**src/design/dmht_pkg.sv**
```systemverilog
`timescale 1ns / 1ps
// dmht_pkg: shared widths, operation and status codes, controller/datapath structs
package dmht_pkg;

  // fixed widths of the word fields
  localparam int KEY_W      = 31;
  localparam int KIND_W     = 2;
  localparam int STATUS_W   = 3;
  localparam int SLOT_OUT_W = 4;
  localparam int CNT_OUT_W  = 16;
  localparam int OCC_OUT_W  = 4;

  // defaults for the top level parameters
  localparam int DEF_TABLE_SLOTS = 11;
  localparam int DEF_COUNT_BITS  = 16;

  // operation codes, any other code is a size query
  localparam logic [KIND_W-1:0] KIND_INSERT = 2'd0;
  localparam logic [KIND_W-1:0] KIND_REMOVE = 2'd1;

  // result status codes
  localparam logic [STATUS_W-1:0] ST_NEW     = 3'd0;
  localparam logic [STATUS_W-1:0] ST_INCR    = 3'd1;
  localparam logic [STATUS_W-1:0] ST_COLLIDE = 3'd2;
  localparam logic [STATUS_W-1:0] ST_REMOVED = 3'd3;
  localparam logic [STATUS_W-1:0] ST_ABSENT  = 3'd4;
  localparam logic [STATUS_W-1:0] ST_SIZE    = 3'd5;

  // controller to datapath
  typedef struct packed {
    logic clr_step;   // write one zero entry of the clearing pass
    logic load;       // capture the input word
    logic mod_start;  // start the slot computation
    logic rd;         // read the addressed slot
    logic exec;       // update the slot and load the result register
  } dmht_cmd_t;

  // datapath to controller
  typedef struct packed {
    logic in_is_size; // word on the input is a size query
    logic mod_done;   // slot index ready
    logic clr_last;   // clearing pass at its last entry
    logic out_free;   // result register can take a word
  } dmht_sts_t;

endpackage

```
**src/design/dmht_ram.sv**
```systemverilog
`timescale 1ns / 1ps
// dmht_ram: generic single write port, single read port ram with registered read
module dmht_ram #(
  parameter int WIDTH = 8,
  parameter int DEPTH = 16
) (
  input  logic                     clk,
  input  logic                     wr_en,
  input  logic [$clog2(DEPTH)-1:0] wr_addr,
  input  logic [WIDTH-1:0]         wr_data,
  input  logic                     rd_en,
  input  logic [$clog2(DEPTH)-1:0] rd_addr,
  output logic [WIDTH-1:0]         rd_data
);

  logic [WIDTH-1:0] mem [DEPTH];

  always_ff @(posedge clk) begin
    if (wr_en) begin
      mem[wr_addr] <= wr_data;
    end
    if (rd_en) begin
      rd_data <= mem[rd_addr];
    end
  end

endmodule

```
**src/design/dmht_mod.sv**
```systemverilog
`timescale 1ns / 1ps
// dmht_mod: key modulo slot count by reciprocal multiplication, product then remainder registered
module dmht_mod import dmht_pkg::*; #(
  parameter int TABLE_SLOTS = DEF_TABLE_SLOTS
) (
  input  logic                           clk,
  input  logic                           rst,
  input  logic                           start,
  input  logic [KEY_W-1:0]               key,
  output logic                           done,
  output logic [$clog2(TABLE_SLOTS)-1:0] slot
);

  localparam int SLOT_W  = $clog2(TABLE_SLOTS);
  localparam int RECIP_W = KEY_W + 1;
  localparam int PROD_W  = KEY_W + RECIP_W;
  localparam int SHIFT   = KEY_W + SLOT_W;
  localparam int QUO_W   = PROD_W - SHIFT;
  // ceil(2^SHIFT / TABLE_SLOTS) gives the exact quotient for every key
  localparam logic [63:0] RECIP_FULL =
    ((64'd1 << SHIFT) + 64'(TABLE_SLOTS - 1)) / 64'(TABLE_SLOTS);
  localparam logic [RECIP_W-1:0] RECIP = RECIP_FULL[RECIP_W-1:0];

  logic [KEY_W-1:0]  key_hold;
  logic [PROD_W-1:0] prod;
  logic [QUO_W-1:0]  quo;
  logic [KEY_W-1:0]  rem_full;
  logic [SLOT_W-1:0] rem;
  logic              stage2;

  // quotient from the product, remainder by one constant multiply and subtract
  always_comb begin
    quo      = prod[PROD_W-1:SHIFT];
    rem_full = key_hold - KEY_W'(quo) * KEY_W'(TABLE_SLOTS);
  end

  always_ff @(posedge clk) begin
    if (rst) begin
      stage2 <= 1'b0;
      done   <= 1'b0;
    end else begin
      stage2 <= start;
      done   <= stage2;
    end
  end

  always_ff @(posedge clk) begin
    if (start) begin
      key_hold <= key;
      prod     <= PROD_W'(key) * PROD_W'(RECIP);
    end
    if (stage2) begin
      rem <= rem_full[SLOT_W-1:0];
    end
  end

  assign slot = rem;

  a_no_restart: assert property (@(posedge clk) disable iff (rst) start |-> !stage2)
    else $error("modulo unit restarted while busy");

endmodule

```
**src/design/dmht_dp.sv**
```systemverilog
`timescale 1ns / 1ps
// dmht_dp: datapath with slot store, modulo unit, occupancy count and result register
module dmht_dp import dmht_pkg::*; #(
  parameter int TABLE_SLOTS = DEF_TABLE_SLOTS,
  parameter int COUNT_BITS  = DEF_COUNT_BITS
) (
  input  logic                  clk,
  input  logic                  rst,
  input  dmht_cmd_t             cmd,
  output dmht_sts_t             sts,
  input  logic [KIND_W-1:0]     kind,
  input  logic [KEY_W-1:0]      lookup_key,
  input  logic                  out_stall,
  output logic                  out_valid,
  output logic [STATUS_W-1:0]   status,
  output logic [SLOT_OUT_W-1:0] slot_index,
  output logic [CNT_OUT_W-1:0]  entry_count,
  output logic [OCC_OUT_W-1:0]  occupied_slots
);

  localparam int SLOT_W  = $clog2(TABLE_SLOTS);
  localparam int OCC_W   = $clog2(TABLE_SLOTS + 1);
  localparam int ENTRY_W = KEY_W + COUNT_BITS;

  logic [KIND_W-1:0]  kind_q;
  logic [KEY_W-1:0]   key_q;
  logic [SLOT_W-1:0]  slot;
  logic [SLOT_W-1:0]  clr_addr;
  logic [OCC_W-1:0]   occ_total;
  logic               mod_done;

  logic               wr_en;
  logic [SLOT_W-1:0]  wr_addr;
  logic [ENTRY_W-1:0] wr_data;
  logic [ENTRY_W-1:0] rd_data;

  logic [KEY_W-1:0]      rd_key;
  logic [COUNT_BITS-1:0] rd_cnt;
  logic                  slot_used;
  logic                  key_hit;
  logic                  do_write;
  logic [KEY_W-1:0]      key_new;
  logic [COUNT_BITS-1:0] cnt_new;
  logic [COUNT_BITS-1:0] cnt_res;
  logic [SLOT_W-1:0]     slot_res;
  logic [OCC_W-1:0]      occ_new;
  logic [STATUS_W-1:0]   st;

  logic [CNT_OUT_W+COUNT_BITS-1:0] cnt_pad;
  logic [SLOT_OUT_W+SLOT_W-1:0]    slot_pad;
  logic [OCC_OUT_W+OCC_W-1:0]      occ_pad;

  // started on the accepting edge, so it takes the key straight from the input
  dmht_mod #(.TABLE_SLOTS(TABLE_SLOTS)) u_mod (
    .clk   (clk),
    .rst   (rst),
    .start (cmd.mod_start),
    .key   (lookup_key),
    .done  (mod_done),
    .slot  (slot)
  );

  dmht_ram #(.WIDTH(ENTRY_W), .DEPTH(TABLE_SLOTS)) u_store (
    .clk     (clk),
    .wr_en   (wr_en),
    .wr_addr (wr_addr),
    .wr_data (wr_data),
    .rd_en   (cmd.rd),
    .rd_addr (slot),
    .rd_data (rd_data)
  );

  // entry update
  always_comb begin
    rd_key    = rd_data[ENTRY_W-1:COUNT_BITS];
    rd_cnt    = rd_data[COUNT_BITS-1:0];
    slot_used = (rd_cnt != '0);
    key_hit   = (rd_key == key_q);
    do_write  = 1'b0;
    key_new   = key_q;
    cnt_new   = rd_cnt;
    cnt_res   = rd_cnt;
    slot_res  = slot;
    occ_new   = occ_total;
    st        = ST_SIZE;
    if (kind_q == KIND_INSERT) begin
      if (!slot_used) begin
        do_write = 1'b1;
        cnt_new  = COUNT_BITS'(1);
        occ_new  = occ_total + OCC_W'(1);
        st       = ST_NEW;
      end else if (key_hit) begin
        do_write = 1'b1;
        if (rd_cnt != '1) begin
          cnt_new = rd_cnt + COUNT_BITS'(1);
        end
        st = ST_INCR;
      end else begin
        st = ST_COLLIDE;
      end
      cnt_res = cnt_new;
    end else if (kind_q == KIND_REMOVE) begin
      if (slot_used && key_hit) begin
        do_write = 1'b1;
        key_new  = '0;
        cnt_new  = '0;
        if (occ_total != '0) begin
          occ_new = occ_total - OCC_W'(1);
        end
        st = ST_REMOVED;
      end else begin
        st = ST_ABSENT;
      end
      cnt_res = cnt_new;
    end else begin
      cnt_res  = '0;
      slot_res = '0;
    end
  end

  // clearing pass shares the write port
  always_comb begin
    if (cmd.clr_step) begin
      wr_en   = 1'b1;
      wr_addr = clr_addr;
      wr_data = '0;
    end else begin
      wr_en   = cmd.exec && do_write;
      wr_addr = slot;
      wr_data = {key_new, cnt_new};
    end
  end

  assign cnt_pad  = {{CNT_OUT_W{1'b0}}, cnt_res};
  assign slot_pad = {{SLOT_OUT_W{1'b0}}, slot_res};
  assign occ_pad  = {{OCC_OUT_W{1'b0}}, occ_new};

  always_ff @(posedge clk) begin
    if (cmd.load) begin
      kind_q <= kind;
      key_q  <= lookup_key;
    end
  end

  always_ff @(posedge clk) begin
    if (rst) begin
      clr_addr  <= '0;
      occ_total <= '0;
      out_valid <= 1'b0;
    end else begin
      if (cmd.clr_step) begin
        clr_addr <= clr_addr + SLOT_W'(1);
      end
      if (cmd.exec) begin
        occ_total <= occ_new;
        out_valid <= 1'b1;
      end else if (!out_stall) begin
        out_valid <= 1'b0;
      end
    end
  end

  always_ff @(posedge clk) begin
    if (cmd.exec) begin
      status         <= st;
      slot_index     <= slot_pad[SLOT_OUT_W-1:0];
      entry_count    <= cnt_pad[CNT_OUT_W-1:0];
      occupied_slots <= occ_pad[OCC_OUT_W-1:0];
    end
  end

  assign sts.in_is_size = (kind != KIND_INSERT) && (kind != KIND_REMOVE);
  assign sts.mod_done   = mod_done;
  assign sts.clr_last   = (clr_addr == SLOT_W'(TABLE_SLOTS - 1));
  assign sts.out_free   = !out_valid || !out_stall;

  a_occ_bound: assert property (@(posedge clk) disable iff (rst)
      occ_total <= OCC_W'(TABLE_SLOTS))
    else $error("occupied slot count beyond table size");

  a_exec_valid: assert property (@(posedge clk) disable iff (rst) cmd.exec |=> out_valid)
    else $error("result word lost after update");

  a_clr_quiet: assert property (@(posedge clk) disable iff (rst) cmd.clr_step |-> !out_valid)
    else $error("result pending during clearing pass");

endmodule

```
**src/design/dmht_ctrl.sv**
```systemverilog
`timescale 1ns / 1ps
// dmht_ctrl: sequencing of clearing pass, slot computation, read and update
module dmht_ctrl import dmht_pkg::*; (
  input  logic      clk,
  input  logic      rst,
  input  logic      in_valid,
  output logic      in_stall,
  input  dmht_sts_t sts,
  output dmht_cmd_t cmd
);

  typedef enum logic [1:0] {
    S_CLEAR,
    S_IDLE,
    S_MOD,
    S_EXEC
  } state_t;

  state_t state;
  state_t state_next;
  logic   in_stall_next;
  logic   accept;

  assign accept = in_valid && !in_stall;

  always_comb begin
    cmd           = '0;
    state_next    = state;
    in_stall_next = in_stall;
    case (state)
      S_CLEAR: begin
        cmd.clr_step = 1'b1;
        if (sts.clr_last) begin
          state_next    = S_IDLE;
          in_stall_next = 1'b0;
        end
      end
      S_IDLE: begin
        if (accept) begin
          cmd.load      = 1'b1;
          cmd.mod_start = !sts.in_is_size;
          state_next    = sts.in_is_size ? S_EXEC : S_MOD;
          in_stall_next = 1'b1;
        end
      end
      S_MOD: begin
        if (sts.mod_done) begin
          cmd.rd     = 1'b1;
          state_next = S_EXEC;
        end
      end
      S_EXEC: begin
        if (sts.out_free) begin
          cmd.exec      = 1'b1;
          state_next    = S_IDLE;
          in_stall_next = 1'b0;
        end
      end
      default: begin
        state_next    = S_IDLE;
        in_stall_next = 1'b0;
      end
    endcase
  end

  always_ff @(posedge clk) begin
    if (rst) begin
      state    <= S_CLEAR;
      in_stall <= 1'b1;
    end else begin
      state    <= state_next;
      in_stall <= in_stall_next;
    end
  end

  a_clear_stalls: assert property (@(posedge clk) disable iff (rst)
      state == S_CLEAR |-> in_stall)
    else $error("input open during clearing pass");

  a_ready_idle: assert property (@(posedge clk) disable iff (rst)
      !in_stall |-> state == S_IDLE)
    else $error("input open while an operation is in flight");

  a_exec_free: assert property (@(posedge clk) disable iff (rst) cmd.exec |-> sts.out_free)
    else $error("update issued while result register occupied");

endmodule

```
**src/design/direct_mapped_counting_hash_table.sv**
```systemverilog
`timescale 1ns / 1ps
// direct_mapped_counting_hash_table: counting hash table top level
//
//   channel  direction  handshake            word fields
//   input    in         in_valid / in_stall   kind, lookup_key
//   result   out        out_valid / out_stall status, slot_index, entry_count, occupied_slots
//
// after reset the slot store is cleared entry by entry with in_stall high
// insert and remove first find the slot index by reciprocal multiplication,
//   then do one ram read and one read-modify-write step that loads the result register
// a size query skips the slot index and the ram read, it never touches the store
// a new word is taken while the previous result still waits in the output register;
//   the update only stalls if that register is still full when the next result is ready
module direct_mapped_counting_hash_table import dmht_pkg::*; #(
  parameter int TABLE_SLOTS = DEF_TABLE_SLOTS,
  parameter int COUNT_BITS  = DEF_COUNT_BITS
) (
  input  logic                  clk,
  input  logic                  rst,
  // input words
  input  logic                  in_valid,
  output logic                  in_stall,
  input  logic [KIND_W-1:0]     kind,
  input  logic [KEY_W-1:0]      lookup_key,
  // result words
  output logic                  out_valid,
  input  logic                  out_stall,
  output logic [STATUS_W-1:0]   status,
  output logic [SLOT_OUT_W-1:0] slot_index,
  output logic [CNT_OUT_W-1:0]  entry_count,
  output logic [OCC_OUT_W-1:0]  occupied_slots
);

  // command and status between sequencer and datapath
  dmht_cmd_t cmd;
  dmht_sts_t sts;

  // sequencer: clearing pass, then one operation at a time
  dmht_ctrl u_ctrl (
    .clk      (clk),
    .rst      (rst),
    .in_valid (in_valid),
    .in_stall (in_stall),
    .sts      (sts),
    .cmd      (cmd)
  );

  // datapath: slot store, modulo unit, occupancy and the result register
  dmht_dp #(
    .TABLE_SLOTS (TABLE_SLOTS),
    .COUNT_BITS  (COUNT_BITS)
  ) u_dp (
    .clk            (clk),
    .rst            (rst),
    .cmd            (cmd),
    .sts            (sts),
    .kind           (kind),
    .lookup_key     (lookup_key),
    .out_stall      (out_stall),
    .out_valid      (out_valid),
    .status         (status),
    .slot_index     (slot_index),
    .entry_count    (entry_count),
    .occupied_slots (occupied_slots)
  );

endmodule
```
**config.mk**
```make
export PLATFORM = sky130hd
export DESIGN_NAME = direct_mapped_counting_hash_table
export DESIGN_NICKNAME = d
export VERILOG_FILES = /design/src/design/dmht_pkg.sv /design/src/design/dmht_ram.sv /design/src/design/dmht_mod.sv /design/src/design/dmht_dp.sv /design/src/design/dmht_ctrl.sv /design/src/design/direct_mapped_counting_hash_table.sv
export SDC_FILE = /design/constraint.sdc
export NUM_CORES = 1
export LEC_CHECK = 0
export ABC_AREA = 1
export BUFFER_PORTS_ARGS = -buffer_cell sky130_fd_sc_hd__buf_2
export CAP_MARGIN = 10
export CORE_ASPECT_RATIO = 0.75
export CORE_UTILIZATION = 40
export CTS_CLUSTER_DIAMETER = 50
export DETAILED_ROUTE_END_ITERATION = 8
export HOLD_SLACK_MARGIN = 0.1
export MAX_ROUTING_LAYER = met4
export PLACE_DENSITY = 0.65
export SLEW_MARGIN = 25
export SYNTH_ARGS = -nofsm -noshare
export SYNTH_HDL_FRONTEND = slang
export SYNTH_SLANG_ARGS = --single-unit
```
**constraint.sdc**
```tcl
create_clock -name clk -period 9.4 [get_ports clk]
set_input_delay 1.88 -clock clk [delete_from_list [all_inputs] [get_ports clk]]
set_output_delay 1.88 -clock clk [all_outputs]
set_load 0.03 [all_outputs]
```
==> flow_metrics.tcl <==
set metrics [dict create \
    drt-vias-per-instance 5.24 \
    grt_pass1_vias 22391 \
    slew_headroom_pct 31.3 \
    multi_input_area_sq_um 14600 \
    fin_crit_sh_pct 79.1 \
    yosys.area.top_type_share_pct 52.6 \
    syn_area_per_cell_sq_um 11.4 \
    cts_max_path_buffers 3 \
    numCtsBuffers 59 \
    firstDrtPassIters 5 \
    io_pins 66 \
    tightest_slew_ps 1030 \
    drt_iter0_markers 2353 \
    grt_pass1_wl_um 138000 \
    ys_warn_count 0 \
    core_area_sq_um 89700 \
    drc_errors 0 \
    fin_area_sq_um 39800 \
    ff_latch_area_sq_um 19400 \
    synth_seq_cells 650 \
    setup-tns-final_ps 0 \
    cts.sinks 650 \
    report.final.slew_viol_count 0 \
    hold_viol 0 \
    reg2regPathDepth 16 \
    cts-root-buf "clkbuf_16" \
    yosysSeqAreaShare_pct 53.4 \
    whs_path_depth 2 \
    cp.required_ps 9780 \
    layout_min_cycle_time_ps 7440 \
    cts.clk_slew.worst_paths_ps 70 \
    dp_hpwl_um 58700 \
    htree_levels 2 \
    num_antenna_cells 0 \
    crit_fanout 8 \
    grt_overflow_total 0 \
    setup_ws_ps 1960 \
    place_area_sq_um 38000 \
    hold_start "u_ctrl.in_stall" \
    reg2reg_from "u_dp.key_q[4]" \
    antenna_found_initial 0 \
    ys.flop_type "edfxtp_1" \
    drive_gt1_share_pct 6.89 \
    r2r-end "u_dp.u_store.mem[9][36]" \
    yosys.cell_types.count 46 \
    rows 95 \
    cts_setup_buffers 0 \
    start_kind "primary input" \
    cpMostUsedCell "fa_1" \
    finClkSkew_ps 35.4 \
    min_path_type "flop to flop" \
    syn_inst 3185 \
    cp-end-kind "flop" \
    slowest_delay_ps 620 \
    rsz0062_at_grt "no" \
    drt_wl_total_um 90100 \
    cpMaxStageDelayCell "fa_1" \
    yosysTopAreaCell "edfxtp_1" \
    crit_chain "buf_2, ha_1, inv_1, fa_1, fa_1, inv_1, fa_1, inv_1, fa_1, fa_1, fa_1, inv_1, fa_1, ha_1, nand2_1, nor2_1, nand2_1, nor4_1, nand4_1, nand3b_1, nand4_1, nand2_1" \
    status "finished clean" \
    synth_edf_count 636 \
    place.port_buffers 65 \
    ctsResizeCount 0 \
    place_ws_ps 1390 \
    start_util_pct 40.4 \
    place.gp.congestion 0.974 \
    grt_util_all_layers_pct 20.3 \
    fmax_ghz 0.134 \
    detail-route-antenna-nets 0 \
    setup_viol 0 \
    holdPathEnd "u_ctrl.in_stall" \
    die_x_um 350 \
    arrival_ps 7820 \
    clk_latency_ps 660 \
    post_drt_wl_per_cell_um 20.1 \
    vias 23444 \
    cts_tree "yes" \
    grt_max_degree 101 \
    fin_nets 3707 \
    syn_nets 3674 \
    die_area_sq_um 92000 \
    maxCapViolCount 0 \
    criticalPathCategory "primary input to flop" \
    area.growth.synth_to_final_pct 9.66 \
    synthArstFlopShare_pct 0 \
    synth.cell_area_sq_um 36300 \
    synthTopCellsByArea "edfxtp_1 (53%), fa_1 (12%), ha_1 (8.0%)" \
    ff2ff_setup_slack_ps 4570 \
    fillers 8248 \
    fp.dieH_um 263 \
    postCtsHoldBufs 0 \
]
cells in the mapped netlist, types with 17 or more instances:
| cell | number |
|---|---|
| nand3_1 | 124 |
| ha_1 | 231 |
| nor2_1 | 290 |
| o211ai_1 | 57 |
| inv_1 | 505 |
| nand4_1 | 18 |
| o22ai_1 | 57 |
| o221ai_1 | 40 |
| xnor2_1 | 22 |
| nand2_1 | 357 |
| xor2_1 | 18 |
| fa_1 | 221 |
| clkbuf_1 | 95 |
| edfxtp_1 | 636 |
| o21ai_0 | 290 |
| a21oi_1 | 71 |
| o31ai_1 | 17 |
logic make-up after synthesis:
group / after synthesis / synth area share, %
flip-flops: 650 / 53.4
XOR/XNOR: 40 / 0.965
AND/OR/NAND/NOR: 843 / 9.75
buffers and inverters: 640 / 6.70
adder cells (fa/ha/maj): 452 / 20.2
AO/OA/AOI/OAI: 560 / 9.04
sequential cells by signal (all words and copies together) (netlist names), 2 cells and up:
register / cells
u_dp.clr_addr: 4
u_dp.u_store.mem: 517
u_dp.status: 3
u_ctrl.state: 2
u_dp.key_q: 31
u_dp.slot_index: 4
u_dp.u_mod.key_hold: 4
u_dp.entry_count: 16
u_dp.u_store.rd_data: 47
u_dp.u_mod.prod: 4
u_dp.kind_q: 2
u_dp.u_mod.slot: 4
u_dp.occupied_slots: 4
u_dp.occ_total: 4
critical path: cells and delay by family:
kind          cells  cell delay (ps)
buf+inv           5              530
fa+ha+maj         9             4200
simple gates      8             1200
per-stage QoR:
stage	utilization [%]	cells	hold slack, ps
final	44.4	4477	505
after global routing	44.4	4477	529
after CTS	44.3	4477	506
after detailed placement	42.3	4369	494
after global placement	42.3	4369	472
after floorplan	-	3185	444
area by class of cell:
cell class | count | area share [%]
inverter | 518 | 4.92
tap | 1212 | 3.81
clock inverter | 36 | 0.764
timing repair buffer | 94 | 1.37
clock buffer | 72 | 3.83
sequential | 650 | 48.7
multi-input combinational | 1895 | 36.6
how the worst max path moves through the flow:
stage	start	endpoint	slack, ps	depth (start not counted)
floorplan	lookup_key[19]	u_dp.u_mod.prod[37]	2000	23
CTS	lookup_key[13]	u_dp.u_mod.prod[37]	2050	22
finish	lookup_key[13]	u_dp.u_mod.prod[37]	1960	22
global placement	lookup_key[4]	u_dp.u_mod.prod[37]	1580	22
detailed placement	lookup_key[13]	u_dp.u_mod.prod[37]	1390	22
global route	lookup_key[13]	u_dp.u_mod.prod[37]	1600	22
layer usage:
layer  GRT usage, %  vias up  wire, um  part of all wire [%]
li1               -    10947         -                     -
met1           31.9    11499     43900                    49
met2           27.4      916     37000                    41
met3           3.79       82      8080                   9.0
met4           3.13        0      1080                   1.2
met5              -        -         0                     0
placed cells by master, fill, tap and decap left out, types with 4 or more instances in the layout:
cell type and count:
ha_1 231, o211ai_1 57, o21bai_1 4, o22ai_1 57, nand4_1 18, xor2_1 18
o21ai_0 290, buf_2 65, o31ai_1 17, a21o_1 4, or2_2 12, nand2_2 4
xnor2_1 22, inv_1 502, nor3_1 8, fa_1 221, clkbuf_16 59, nor4_1 11
a32oi_1 8, buf_4 28, edfxtp_1 636, nor2_2 5, nand2_1 357, clkbuf_1 13
nand3_1 124, o221ai_1 40, o21ai_1 5, nor2_1 280, a21oi_1 71, clkinv_2 7
clkinv_1 22, inv_2 8, dfxtp_1 14, nor2_4 15, inv_6 5
Power is not shown: default switching activity piles up to over one toggle a cycle in this logic, so the estimate is an artifact.
